==> src/hw/rtl/bcg_pkg.sv <==
package bcg_pkg;

   localparam int TimeW  = 16;
   localparam int CountW = 4;
   localparam int DtW    = 10;
   localparam int GestW  = 4;
   localparam int IndexW = 3;

   localparam logic [TimeW-1:0]  TimeMax  = '1;
   localparam logic [CountW-1:0] CountMax = '1;
   localparam logic [CountW-1:0] MaxMulti = 4'd3;

   localparam logic [GestW-1:0] G_CLICK1 = 4'd0;
   localparam logic [GestW-1:0] G_HOLD1  = 4'd3;
   localparam logic [GestW-1:0] G_RESET  = 4'd9;
   localparam logic [GestW-1:0] G_OTA    = 4'd10;
   localparam logic [GestW-1:0] G_STUCK  = 4'd11;
   localparam logic [GestW-1:0] G_TICK   = 4'd12;

   localparam logic [IndexW-1:0] CSR_HOLD_THRESHOLD = 3'd0;
   localparam logic [IndexW-1:0] CSR_CLICK_WINDOW   = 3'd1;
   localparam logic [IndexW-1:0] CSR_RESET_CLICKS   = 3'd2;
   localparam logic [IndexW-1:0] CSR_OTA_CLICKS     = 3'd3;
   localparam logic [IndexW-1:0] CSR_OTA_HOLD       = 3'd4;
   localparam logic [IndexW-1:0] CSR_STUCK          = 3'd5;

   // results of one tick; a second result is always the reset gesture
   typedef struct packed {
      logic              two;
      logic [GestW-1:0]  gesture;
      logic [TimeW-1:0]  duration;
   } bundle_type;

   function automatic logic [TimeW-1:0] sat_add(logic [TimeW-1:0] a, logic [DtW-1:0] b);
      logic [TimeW:0] s;
      s = {1'b0, a} + {{(TimeW+1-DtW){1'b0}}, b};
      return s[TimeW] ? TimeMax : s[TimeW-1:0];
   endfunction

endpackage

==> src/hw/rtl/bcg_front.sv <==
module bcg_front import bcg_pkg::*; (
   input  logic              clock,
   input  logic              reset,
   input  logic              accept_i,
   input  logic              pressed_i,
   input  logic [DtW-1:0]    elapsed_i,
   input  logic              csr_valid,
   input  logic [IndexW-1:0] csr_index,
   input  logic [TimeW-1:0]  csr_data,
   output logic              push_o,
   output bundle_type        bundle_o
);

   typedef enum logic [2:0] {
      IDLE, PRESS, HOLD, OTA_HOLD, GAP, SWALLOW
   } mode_type;

   mode_type          mode_ff, mode_in;
   logic              level_ff;
   logic [CountW-1:0] count_ff, count_in;
   logic [TimeW-1:0]  press_ff, press_in;
   logic [TimeW-1:0]  gap_ff, gap_in;

   logic [TimeW-1:0]  hold_thr_ff, window_ff, ota_hold_ff, stuck_ff;
   logic [CountW-1:0] reset_clicks_ff, ota_clicks_ff;

   logic              rise, fall;
   logic [TimeW-1:0]  press_sum, gap_sum;
   logic [CountW-1:0] count_inc;
   logic [GestW-1:0]  hold_code;

   assign rise      = pressed_i & ~level_ff;
   assign fall      = ~pressed_i & level_ff;
   assign press_sum = sat_add(press_ff, elapsed_i);
   assign gap_sum   = sat_add(gap_ff, elapsed_i);
   assign count_inc = (count_ff == CountMax) ? count_ff : count_ff + 4'd1;
   assign hold_code = G_HOLD1 + {1'b0, count_ff[1:0], 1'b0};

   always_ff @(posedge clock) begin
      if (reset) begin
         hold_thr_ff     <= 16'd500;
         window_ff       <= 16'd400;
         reset_clicks_ff <= 4'd10;
         ota_clicks_ff   <= 4'd4;
         ota_hold_ff     <= 16'd10000;
         stuck_ff        <= 16'd30000;
      end else if (csr_valid) begin
         case (csr_index)
            CSR_HOLD_THRESHOLD: hold_thr_ff     <= csr_data;
            CSR_CLICK_WINDOW:   window_ff       <= csr_data;
            CSR_RESET_CLICKS:   reset_clicks_ff <= csr_data[CountW-1:0];
            CSR_OTA_CLICKS:     ota_clicks_ff   <= csr_data[CountW-1:0];
            CSR_OTA_HOLD:       ota_hold_ff     <= csr_data;
            CSR_STUCK:          stuck_ff        <= csr_data;
            default: ;
         endcase
      end
   end

   always_comb begin
      mode_in  = mode_ff;
      count_in = count_ff;
      press_in = press_ff;
      gap_in   = gap_ff;
      push_o   = 1'b0;
      bundle_o = '0;
      case (mode_ff)
         PRESS: begin
            press_in = press_sum;
            if (fall) begin
               push_o           = 1'b1;
               bundle_o.gesture = G_TICK;
               if (count_inc >= reset_clicks_ff) begin
                  bundle_o.two = 1'b1;
                  mode_in      = IDLE;
                  count_in     = '0;
                  press_in     = '0;
                  gap_in       = '0;
               end else begin
                  mode_in  = GAP;
                  count_in = count_inc;
                  gap_in   = '0;
               end
            end else if (press_sum >= hold_thr_ff) begin
               if (count_ff < MaxMulti) begin
                  push_o           = 1'b1;
                  bundle_o.gesture = hold_code;
                  mode_in          = HOLD;
               end else if (count_ff == ota_clicks_ff) begin
                  mode_in = OTA_HOLD;
               end else begin
                  mode_in = SWALLOW;
               end
            end
         end
         HOLD: begin
            press_in = press_sum;
            if (fall || press_sum >= stuck_ff) begin
               bundle_o.duration = press_sum;
               if (fall) begin
                  push_o           = count_ff < MaxMulti;
                  bundle_o.gesture = hold_code + 4'd1;
               end else begin
                  push_o           = 1'b1;
                  bundle_o.gesture = G_STUCK;
               end
               mode_in  = IDLE;
               count_in = '0;
               press_in = '0;
               gap_in   = '0;
            end
         end
         OTA_HOLD: begin
            press_in = press_sum;
            if (fall) begin
               mode_in  = IDLE;
               count_in = '0;
               press_in = '0;
               gap_in   = '0;
            end else if (press_sum >= ota_hold_ff) begin
               push_o            = 1'b1;
               bundle_o.gesture  = G_OTA;
               bundle_o.duration = press_sum;
               mode_in           = SWALLOW;
            end
         end
         GAP: begin
            gap_in = gap_sum;
            if (rise) begin
               mode_in  = PRESS;
               press_in = '0;
            end else if (gap_sum >= window_ff) begin
               push_o           = (count_ff != '0) && (count_ff <= MaxMulti);
               bundle_o.gesture = G_CLICK1 + count_ff - 4'd1;
               mode_in          = IDLE;
               count_in         = '0;
               press_in         = '0;
               gap_in           = '0;
            end
         end
         SWALLOW: begin
            if (fall) begin
               mode_in  = IDLE;
               count_in = '0;
               press_in = '0;
               gap_in   = '0;
            end
         end
         default: begin
            mode_in = IDLE;
            if (rise) begin
               mode_in  = PRESS;
               press_in = '0;
            end
         end
      endcase
      if (!accept_i) begin
         push_o = 1'b0;
      end
   end

   always_ff @(posedge clock) begin
      if (reset) begin
         mode_ff  <= IDLE;
         level_ff <= 1'b0;
         count_ff <= '0;
         press_ff <= '0;
         gap_ff   <= '0;
      end else if (accept_i) begin
         mode_ff  <= mode_in;
         level_ff <= pressed_i;
         count_ff <= count_in;
         press_ff <= press_in;
         gap_ff   <= gap_in;
      end
   end

endmodule

==> src/hw/rtl/bcg_queue.sv <==
module bcg_queue import bcg_pkg::*; (
   input  logic       clock,
   input  logic       reset,
   input  logic       push_i,
   input  bundle_type bundle_i,
   input  logic       pop_i,
   output logic       full_o,
   output logic       valid_o,
   output bundle_type head_o
);

   bundle_type store_ff [2];
   logic       wr_ptr_ff, rd_ptr_ff;
   logic [1:0] count_ff;

   assign full_o  = count_ff == 2'd2;
   assign valid_o = count_ff != 2'd0;
   assign head_o  = store_ff[rd_ptr_ff];

   always_ff @(posedge clock) begin
      if (push_i) begin
         store_ff[wr_ptr_ff] <= bundle_i;
      end
   end

   always_ff @(posedge clock) begin
      if (reset) begin
         wr_ptr_ff <= 1'b0;
         rd_ptr_ff <= 1'b0;
         count_ff  <= 2'd0;
      end else begin
         if (push_i) begin
            wr_ptr_ff <= ~wr_ptr_ff;
         end
         if (pop_i) begin
            rd_ptr_ff <= ~rd_ptr_ff;
         end
         count_ff <= count_ff + {1'b0, push_i} - {1'b0, pop_i};
      end
   end

`ifndef NO_ASSERTIONS
   a_no_overflow: assert property (@(posedge clock) disable iff (reset)
      push_i |-> count_ff != 2'd2) else $error("queue overflow");
   a_no_underflow: assert property (@(posedge clock) disable iff (reset)
      pop_i |-> count_ff != 2'd0) else $error("queue underflow");
   a_count_track: assert property (@(posedge clock) disable iff (reset)
      (push_i && !pop_i) |=> count_ff == $past(count_ff) + 2'd1)
      else $error("queue count lost a push");
`endif

endmodule

==> src/hw/rtl/bcg_back.sv <==
module bcg_back import bcg_pkg::*; (
   input  logic             clock,
   input  logic             reset,
   input  logic             valid_i,
   input  bundle_type       head_i,
   output logic             pop_o,
   output logic             rsp_tvalid,
   input  logic             rsp_tready,
   output logic [GestW-1:0] gesture_o,
   output logic [TimeW-1:0] duration_o,
   output logic             rsp_tlast
);

   logic             valid_ff;
   logic             second_ff;
   logic [GestW-1:0] gesture_ff;
   logic [TimeW-1:0] duration_ff;
   logic             last_ff;
   logic             load;

   assign load  = (~valid_ff | rsp_tready) & valid_i;
   assign pop_o = load & (second_ff | ~head_i.two);

   assign rsp_tvalid = valid_ff;
   assign gesture_o  = gesture_ff;
   assign duration_o = duration_ff;
   assign rsp_tlast  = last_ff;

   always_ff @(posedge clock) begin
      if (reset) begin
         valid_ff  <= 1'b0;
         second_ff <= 1'b0;
      end else begin
         if (load) begin
            valid_ff  <= 1'b1;
            second_ff <= ~pop_o;
         end else if (rsp_tready) begin
            valid_ff <= 1'b0;
         end
      end
   end

   always_ff @(posedge clock) begin
      if (load) begin
         if (second_ff) begin
            gesture_ff  <= G_RESET;
            duration_ff <= '0;
            last_ff     <= 1'b1;
         end else begin
            gesture_ff  <= head_i.gesture;
            duration_ff <= head_i.duration;
            last_ff     <= ~head_i.two;
         end
      end
   end

`ifndef NO_ASSERTIONS
   a_second_is_reset: assert property (@(posedge clock) disable iff (reset)
      (load && second_ff) |=> gesture_ff == G_RESET && last_ff)
      else $error("second word is not a reset");
   a_second_has_bundle: assert property (@(posedge clock) disable iff (reset)
      second_ff |-> valid_i) else $error("second word without its bundle");
   a_first_of_pair: assert property (@(posedge clock) disable iff (reset)
      (load && !second_ff && head_i.two) |=> second_ff && !last_ff)
      else $error("pair split wrongly");
`endif

endmodule

==> src/hw/rtl/button_click_hold_gesture_fsm_top.sv <==
// path: the first result word of a tick is written into the 2-entry queue and then
// loaded into the output register once that is free, from which it is offered on rsp
// throughput: one tick per cycle while the queue is not full; one result word per cycle
// while rsp_tready is high, set by the single output register draining the 2-entry queue
// reset: synchronous active high; registers return to their defaults, the gesture
// machine goes idle with all timers and the click count cleared, the queue empties
module button_click_hold_gesture_fsm_top import bcg_pkg::*; (
   input  logic              clock,
   input  logic              reset,
   input  logic              req_tvalid,
   output logic              req_tready,
   input  logic [15:0]       req_tdata,   // pressed, elapsed_ms[9:0], zero fill
   output logic              rsp_tvalid,
   input  logic              rsp_tready,
   output logic [23:0]       rsp_tdata,   // gesture[3:0], duration_ms[15:0], zero fill
   output logic              rsp_tlast,
   input  logic              csr_valid,
   output logic              csr_ready,
   input  logic [IndexW-1:0] csr_index,
   input  logic [TimeW-1:0]  csr_data
);

   logic             accept;
   logic             push, pop, full, q_valid;
   bundle_type       bundle, head;
   logic [GestW-1:0] gesture;
   logic [TimeW-1:0] duration;

   assign req_tready = ~full;
   assign accept     = req_tvalid & req_tready;
   assign csr_ready  = 1'b1;
   assign rsp_tdata  = {4'b0, duration, gesture};

   bcg_front u_front (
      .clock     (clock),
      .reset     (reset),
      .accept_i  (accept),
      .pressed_i (req_tdata[0]),
      .elapsed_i (req_tdata[DtW:1]),
      .csr_valid (csr_valid),
      .csr_index (csr_index),
      .csr_data  (csr_data),
      .push_o    (push),
      .bundle_o  (bundle)
   );

   bcg_queue u_queue (
      .clock    (clock),
      .reset    (reset),
      .push_i   (push),
      .bundle_i (bundle),
      .pop_i    (pop),
      .full_o   (full),
      .valid_o  (q_valid),
      .head_o   (head)
   );

   bcg_back u_back (
      .clock      (clock),
      .reset      (reset),
      .valid_i    (q_valid),
      .head_i     (head),
      .pop_o      (pop),
      .rsp_tvalid (rsp_tvalid),
      .rsp_tready (rsp_tready),
      .gesture_o  (gesture),
      .duration_o (duration),
      .rsp_tlast  (rsp_tlast)
   );

endmodule

==> config.mk <==
export PLATFORM = sky130hd
export DESIGN_NAME = button_click_hold_gesture_fsm_top
export DESIGN_NICKNAME = d
export VERILOG_FILES = /design/src/hw/rtl/bcg_pkg.sv /design/src/hw/rtl/bcg_front.sv /design/src/hw/rtl/bcg_queue.sv /design/src/hw/rtl/bcg_back.sv /design/src/hw/rtl/button_click_hold_gesture_fsm_top.sv
export SDC_FILE = /design/constraint.sdc
export NUM_CORES = 1
export LEC_CHECK = 0
export ABC_AREA = 1
export BUFFER_PORTS_ARGS = -buffer_cell sky130_fd_sc_hd__buf_2
export CORE_MARGIN = 2
export CORE_UTILIZATION = 25
export DETAILED_ROUTE_END_ITERATION = 10
export GPL_TIMING_DRIVEN = 1
export HOLD_SLACK_MARGIN = 0.1
export PLACE_DENSITY = 0.37
export SLEW_MARGIN = 20
export SYNTH_ARGS = -nofsm -noshare
export SYNTH_HDL_FRONTEND = slang
export SYNTH_HIERARCHICAL = 1
export SYNTH_SLANG_ARGS = --single-unit
==> constraint.sdc <==
create_clock -name clock -period 12.2 [get_ports clock]
set_clock_uncertainty 0.05 [all_clocks]
set_input_delay 3.05 -clock clock [delete_from_list [all_inputs] [get_ports clock]]
set_output_delay 3.05 -clock clock [all_outputs]
set_load 0.02 [all_outputs]
* Word level (Yosys, flattened, before mapping)
Memories as Yosys holds them, arrays and structs flattened. A register that Yosys moved wholly into a read port is not among the register bits. Index checks and enable logic that the tools add are counted.
Word-level totals: bits in registers 139, RAM bits 42, output and inout bits 28, logic and storage cells 161, memories kept 1
Memories:
- u_queue.store_ff | words 2, bits a word 21, rd ports 1, clocked after memory_dff 1, wr ports 1, RTL line bcg_queue.sv:12 | bundle_type store_ff [2];
Cells by class: add/subtract/negate cells 8, magnitude comparators 7, equality and inequality tests 23, muxes and demuxes 67, bitwise gates (word level) 15, reduce and logical (&&, ||, !) cells 21
Operator list (number):
- 16-bit two-way mux | 13
- 16-bit one-hot mux with 5 select lines | 1
- 16-bit greater-or-equal comparator | 4
- 20-bit two-way mux | 3
- 4-bit two-way mux | 13
- 16-bit one-hot mux with 3 select lines | 1
- 16-bit by 10-bit adder with 17-bit output | 2
- 3-bit two-way mux | 11
- 16-bit one-hot mux with 2 select lines | 1
- 4-bit one-hot mux with 4 select lines | 2
- 1-bit two-way mux | 20
- 3-bit one-hot mux with 5 select lines | 1
- 3-bit by 2-bit == test with 1-bit output (second input constant) | 4
- 3-bit == test (second input constant) | 4
- 2-bit by 1-bit != test with 1-bit output (second input constant) | 6
- 2-bit AND reduction | 6
- 3-bit by 1-bit != test with 1-bit output (second input constant) | 3
- 4-bit by 1-bit adder with 4-bit output (second input constant) | 2
- 1-bit NOT | 8
- 4-bit AND reduction | 2
- 4-bit nonzero test | 2
- 7-bit AND reduction | 1
- 3-bit by 1-bit == test with 1-bit output (second input constant) | 2
- 6-bit AND reduction | 1
- other kinds (22) | 28

* Logic depth before layout (Yosys ltp)
Gate-level depths: netlist of run 1.
word-level depth 9, mapped depth 32, gate-level depth less buffers 31

* Modules after synthesis
The synthesis of run 1 kept the hierarchy.
By module, submodules not included:
- bcg_front | times used 1, cells each 1203, area each 7957.6 sq um
- bcg_queue | times used 1, cells each 96, area each 1819.2 sq um
- bcg_back | times used 1, cells each 76, area each 894.6 sq um
- button_click_hold_gesture_fsm_top | times used 1, cells each 10, area each 58.8 sq um

* Least setup slack after synthesis of run 1
Ideal clock, no wire load.
path kind input port to flip-flop, start point input req_tdata[1], end point memory u_queue/store_ff[0][0] in the netlist's numbering, enable pin, setup time 0.399 ns, arrival time 6.814 ns, data required time 11.751 ns, path slack 4.938 ns, cell stages on the path 24, buffers on the path 1, cell sequence ha_1 -> fa_1 -> nand2_1 -> inv_1 -> o21ai_0 -> nand2_1 -> nand3_1 -> nand3_1 -> nand3_2 -> buf_2 -> nand3_1 -> ha_1 -> nand4_1 -> nor3_1 -> nand3_1 -> nand3_1 -> nand2_1 -> inv_1 -> nand2_1 -> nand2_1 -> nor2_1 -> nor2_1 -> inv_1 -> nor2_1
Between the ends: word-level cells in the longest chain between the ends 9, elaborated cells between the ends (all ways) 20, those cells by class add/sub: 2; order compare: 4; mux: 13; reduce/logical: 1
RTL lines:
- from (decl) | RTL line button_click_hold_gesture_fsm_top.sv:12 | input logic [15:0] req_tdata,
- 16-bit by 10-bit adder with 17-bit output | RTL line bcg_pkg.sv:36 | s = {1'b0, a} + {{(TimeW+1-DtW){1'b0}}, b};
- 16-bit two-way mux | RTL line bcg_pkg.sv:37 | return s[TimeW] ? TimeMax : s[TimeW-1:0];
- 16-bit greater-or-equal comparator (on tied branches)
- 1-bit two-way mux, or another cell as far along | RTL line bcg_front.sv:132 | end else if (gap_sum >= window_ff) begin
- 1-bit two-way mux (on tied branches)
- 1-bit one-hot mux with 4 select lines * | RTL line bcg_front.sv:67 | case (mode_ff)
- 1-bit two-way mux * | RTL line bcg_front.sv:157 | if (!accept_i) begin
- net push | RTL line button_click_hold_gesture_fsm_top.sv:24 | logic push, pop, full, q_valid;
- 1-bit two-way mux * | RTL line bcg_queue.sv:21 | if (push_i) begin
- 1-bit two-way mux (implied by the code) * | RTL line bcg_queue.sv:22 | store_ff[wr_ptr_ff] <= bundle_i;
- to (decl) | RTL line bcg_queue.sv:12
The timed path passes the listed nets; every way through them passes the cells marked *.

* Worst setup path in the final report of run 1
start point input req_tdata[1], end point memory u_queue/store_ff[1][8] in the netlist's numbering, enable pin
The elaborated chain is that of the path after synthesis.

==> metrics.txt, run 1 <==
Layout fillers=4,576; Syn Area/Cell=7.75 µm²; Fin. Hold Viols=0; Via density=4.41; share of cells above drive strength 1=9.44%; Post-synth EDFFs=63; drt pass-1 iters=5; worst slew pin tran=1040 ps; CP max FO=22; # rows=75; DRC Markers=0; Post-synth top cells=nand2_1, inv_1, nor2_1; RR Endpoint=u_queue/store_ff[1][8]; Static Leak=5.60 nW; Starting Density=25.5%; Routed WL per cell=16.2 µm; postcts setup bufs=0; Die W=211 µm; IO Pins=68; synthesized instance count=1,385; post-route ant nets=0; Pint=0.00143 W; sequential share of the synthesized area=39.8%; Clock Tree Buf Depth=2; most common cell in the netlist=nand2_1; cell taking the most area after synthesis=dfxtp_1; cell area power density=208 nW/µm²; number of buffers created by CTS=17; NumNets Final=1,565; R2R Path Start=u_front/press_ff[0]; share of the synthesized area in the top cell type=22.2%; grt ovf=0; Reg2Reg Setup Slack=6400 ps; Hold Crit Depth=2; ant diodes=0; sequential share of power=32.2%; slowest cell delay on critical path=700 ps; Req. time, crit path=12,220 ps; slowest stage cell, crit path=inv_1; warnings from Yosys=6; number of placed cells counting well taps=1,948; H-tree depth=4; Reg clk slew, reported paths=70 ps; WL final=32.1 mm; logic gate share of total power=44.7%; gr usage total=14.9%; reg2reg path depth=23; insertion delay to the later sink of the worst-skew pair=460 ps; Worst Setup Start Kind=input port; asr flop ratio synth=0%; Via Count=8,739; CTS sink cnt=182; part of the power in the clock network=23.1%; HP Start=u_front/stuck_ff[2]; crit end category=register; CP dominant cell by count=nand2_1; CP bufs+invs=4; setup TNS=0 ps; worst min path class=register to register; min Tclk post-route=8250 ps; critical path class=input port to register; worst vdd ir=0.0929 mV; Unique masters post-synth=44; Detailed Place HPWL=24.4 mm; status=completed; Critical Path, Cell by Cell=buf_2, ha_1, fa_1, nand3_1, nand2_1, nand3_1, nand3_1, nand2_1, inv_1, nor2_1, inv_1, ha_1, nand4_1, nor3_1, nand2_1, nand3_1, nand2_1, nand2_1, nand2_1, nand2_1, nor2_1, nor2_1, nand2_1, inv_1; ys flop type=dfxtp_1; initial antenna violation count=0; cts hold-fix bufs=0; largest net degree at the start of global routing=53; Final setup violation count=0; crit-path leading delay family=simple AND/OR/NAND/NOR gates; CTS resizes=0; die area=44,600 µm²; first-pass GRT wire length=49.5 mm; Switch Pwr=0.00108 W; hold path endpoint=u_front/stuck_ff[2]; core area=42,100 µm²; maximum clock frequency=121 MHz; gpl congestion=0.829; CP arrival=8270 ps; Sw Share=43.0%; RSZ-0062 raised after global routing=no; main area contributors after synthesis=dfxtp_1, edfxtp_1, ha_1; Die H=211 µm; Area Overhead vs Synth=12.9%; mapped cell area=10,700 µm²; Iteration-0 DRC Markers=469; CTS tree=built; period utilisation layout=67.6%; final cell count without fillers=1,980; port buffer count=57; Slew HR=30.5%; Slew Viols, Final=0; vias in the first global route=8,322; max cap viols=0; Root Driver=clkbuf_16; synthesis-stage register bit count=182; Core Util, Final=28.8%
-- worst min-delay path, cell delays in order (launching register included) --
cell	delay, ps
dfxtp_1	300
inv_1	60
a21oi_1	60
-- sequential cells by signal, indices dropped and copies added, names as in the netlist, 2 cells and up, named ones only --
signal / count
u_back/duration_o: 16
u_back/gesture_o: 4
u_front/count_ff: 4
u_front/gap_ff: 16
u_front/hold_thr_ff: 16
u_front/mode_ff: 3
u_front/ota_clicks_ff: 4
u_front/ota_hold_ff: 16
u_front/press_ff: 16
u_front/reset_clicks_ff: 4
u_front/stuck_ff: 16
u_front/window_ff: 16
u_queue/count_ff: 2
u_queue/store_ff: 42
-- kinds of logic (layout without fill, tap and decap cells) --
logic type                 count (synthesis)  count (layout)  share of synthesized area [%]
xor gates and xnor gates                  19              19                           1.55
DFF                                      182             182                           39.8
and+or+nand+nor                          556             556                           21.5
AOI/OAI and AO/OA                        249             249                           12.9
buffers and inverters                    259             312                           9.74
muxes                                     21              21                           2.90
adders and majority gates                 97              97                           11.5
other                                      2               5                         0.0700
-- layout make-up --
type                       count  area (µm²)  share of cell area [%]
inverter                     216         811                    6.69
clock buffer                  17         425                    3.51
sequential                   182        4270                    35.3
clock inverter                15         168                    1.38
timing repair buffer          64         338                    2.79
tap                          539         674                    5.57
multi-input combinational    947        5430                    44.8
-- power by group through the flow --
stage	combinational (W)	sequential, W	clock (W)
final	0.00112	0.000810	0.000580
after detailed placement	0.00114	0.000826	0
after CTS	0.00115	0.000813	0.000600
after global placement	0.00114	0.000828	0
after global routing	0.00128	0.000823	0.000628
after floorplan	0.000790	0.000842	0
-- through the flow --
| stage | hold slack, ps | worst slack, ps | power, W | instance area, µm² |
|---|---|---|---|---|
| after global placement | 401 | 3400 | 0.00196 | 11500 |
| final | 415 | 3950 | 0.00251 | 12100 |
| after floorplan | 385 | 4940 | 0.00163 | 10700 |
| after detailed placement | 405 | 3370 | 0.00196 | 11500 |
| after CTS | 416 | 3850 | 0.00256 | 12100 |
| after global routing | 428 | 3430 | 0.00273 | 12100 |
-- worst max-delay path by stage --
stage	from	to	slack, ps	cells past startpoint
2_1_floorplan	req_tdata[1]	u_queue/store_ff[0][0]	4940	24
3_3_place_gp	req_tdata[1]	u_queue/store_ff[1][8]	3400	24
3_5_place_dp	req_tdata[1]	u_queue/store_ff[1][8]	3370	24
4_1_cts	req_tdata[1]	u_queue/store_ff[1][6]	3850	24
5_1_grt	req_tdata[1]	u_queue/store_ff[1][8]	3430	24
6_report	req_tdata[1]	u_queue/store_ff[1][8]	3950	24
-- per-layer routing --
layer  global-route usage (%)  wire, µm
met1                     19.5     15600
met2                     25.5     15400
met5                        0         0
met3                     2.77       882
met4                     3.06       233
-- cells in the final DEF, fill, tap and decap left out, types with 11 or more instances in the layout --
master,Yosys,routed
nand2_1,272,272
inv_1,214,213
nor2_1,167,166
dfxtp_1,119,119
a21oi_1,118,118
ha_1,95,95
o21ai_0,73,73
nand3_1,72,72
edfxtp_1,63,63
buf_2,10,57
o211ai_1,27,27
mux2_4,20,20
clkbuf_16,0,17
nor3_1,14,14
xor2_1,13,13
nand4_1,12,12
o21bai_1,11,11
No activity file was read; power rests on OpenSTA's default activity.
==> run 2, diff against run 1 <==
Clock period 12.2 ns to 8.6 ns, I/O delays scaled along.
==> metrics.txt, run 2 (synthesized netlist as in run 1, its figures left out) <==
Switch Pwr=0.00153 W (+42%); Static Leak=5.64 nW (+0.65%); grt ovf=0 (unchanged); # rows=75 (unchanged); most frequent cells in the layout=nand2_1, inv_1, nor2_1; initial antenna violation count=0 (unchanged); post-route ant nets=0 (unchanged); H-tree depth=4 (unchanged); Reg clk slew, reported paths=70 ps (about the same); crit end category=register; vias in the first global route=8,376 (+0.65%); NumNets Final=1,569 (+0.26%); Req. time, crit path=8720 ps (-3500 ps); Worst Setup Start Kind=input port; insertion delay to the later sink of the worst-skew pair=460 ps (about the same); gr usage total=14.9% (+0.052 points); postcts setup bufs=0 (unchanged); worst slew pin tran=1020 ps (-22.1 ps); WL final=32.1 mm (about the same); maximum clock frequency=146 MHz; sequential share of power=32.2% (about the same); drt pass-1 iters=5 (unchanged); RSZ-0062 raised after global routing=no; slowest stage cell, crit path=nor2_2; crit-path leading delay family=simple AND/OR/NAND/NOR gates; Starting Density=25.5% (unchanged); Pint=0.00205 W (+43%); Clock Tree Buf Depth=2 (unchanged); Routed WL per cell=16.2 µm (-0.33%); CP max FO=15 (-32%); min Tclk post-route=6870 ps; largest net degree at the start of global routing=63 (+19%); max cap viols=0 (unchanged); worst vdd ir=0.145 mV (+56%); CTS tree=built; slowest cell delay on critical path=420 ps (-280 ps); Die W=211 µm (unchanged); Layout fillers=4,572 (-0.087%); share of cells above drive strength 1=9.69% (+0.25 points); Iteration-0 DRC Markers=484 (+3.2%); setup TNS=0 ps (unchanged); Via density=4.42 (+0.16%); leading cell type in the layout, fill and taps excluded=nand2_1; placed cell areas=11,600 µm² (+0.37%); cts hold-fix bufs=0 (unchanged); Area Overhead vs Synth=13.4%; Post-Layout Inst Area=12,200 µm² (+0.42%); Slew HR=32.0% (+1.5 points); max reg flops=42 (unchanged); part of the power in the clock network=22.9% (-0.2 points); Fin. Hold Viols=0 (unchanged); Root Driver=clkbuf_16; Slew Viols, Final=0 (unchanged); cell area power density=294 nW/µm² (+42%); Sw Share=42.8% (-0.17 points); CP bufs+invs=5 (+1); Detailed Place HPWL=24.7 mm (+1.2%); number of buffers created by CTS=17 (unchanged); CTS resizes=0 (unchanged); port buffer count=57 (unchanged); core area=42,100 µm² (unchanged); status=completed; Via Count=8,775 (+0.41%); Reg2Reg Setup Slack=3270 ps (-3130 ps); CTS sink cnt=182 (unchanged); first-pass GRT wire length=49.5 mm (+0.18%); die area=44,600 µm² (unchanged); logic gate share of total power=44.9% (+0.2 points); gpl congestion=0.860 (+3.7%); Final setup violation count=0 (unchanged); Top reg by flops=u_queue/store_ff; CP arrival=6990 ps (-1280 ps); Die H=211 µm (unchanged); IO Pins=68 (unchanged); worst min path class=register to register; period utilisation layout=79.8%; critical path class=input port to register; DRC Markers=0 (unchanged)
[run 2: cell count changes in the layout (fill, tap and decap cells not counted), sizes merged]
| cell | change |
|---|---|
| diode | +1 |
| clkbuf | +3 |
| clkinvlp | -3 |
| bufinv | -1 |
| buf | +4 |
| clkinv | +1 |
[run 2: path summary, 6_finish.rpt]
check | start | endpoint | cells past startpoint
max | req_tdata[1] | u_queue/store_ff[0][8] | 25
min | u_front/hold_thr_ff[15] | u_front/hold_thr_ff[15] | 2
max reg2reg | u_front/gap_ff[0] | u_queue/store_ff[0][8] | 24
min reg2reg | u_front/hold_thr_ff[15] | u_front/hold_thr_ff[15] | 2
[run 2: layout make-up]
cell class / count / area [µm²] / share of cell area (%)
diodes: 1 / 2.50 / 0.0206
clock buffers: 20 / 468 / 3.85
repair buffers: 68 / 380 / 3.13
well taps: 539 / 674 / 5.54
clock inverters: 12 / 131 / 1.08
multi-input cells: 947 / 5430 / 44.6
flip-flops and latches: 182 / 4270 / 35.1
inverters: 216 / 811 / 6.66
[run 2: worst register-to-register path, stage by stage, from the launching register on]
cell and delay (ps):
dfxtp_1 320, ha_1 220, fa_1 400, nand2_1 70, inv_1 40, o21ai_0 210, nand2_1 170, nand3_1 100
nand3_1 180, nand3_2 340, nand3_1 260, ha_1 370, nand4_1 110, nor3_1 350, nand3_1 230, nand3_1 170
nand2_1 150, inv_1 110, nand2_1 50, nand2_1 50, nor2_1 50, nor2_1 280, inv_1 100, nor2_2 420
buf_12 220
[run 2: stage by stage]
step	instances	hold slack (ps)	util (%)	setup slack, ps	power [W]
after floorplan	1388	385	-	2240	0.00232
after global placement	1952	402	27.4	1150	0.00280
after detailed placement	1952	404	27.4	1150	0.00281
after CTS	1984	415	28.9	1650	0.00365
after global routing	1984	437	28.9	1250	0.00390
final	1985	412	28.9	1730	0.00358
[run 2: routing by layer]
metal  vias to the layer above  track usage [%]  routed length (µm)
met2                       117             25.1               15200
met3                        24             2.44                 851
met1                      4024             19.7               15600
met5                         -                0                   0
met4                         0             4.27                 455
li1                       4610                -                   -
[run 2: power by group through the flow]
stage	Sequential (W)	Combinational [W]	Clock, W
6_report	0.00115	0.00161	0.000820
5_1_grt	0.00117	0.00183	0.000895
4_1_cts	0.00115	0.00164	0.000853
3_5_place_dp	0.00117	0.00163	0
3_3_place_gp	0.00117	0.00163	0
2_1_floorplan	0.00119	0.00112	0
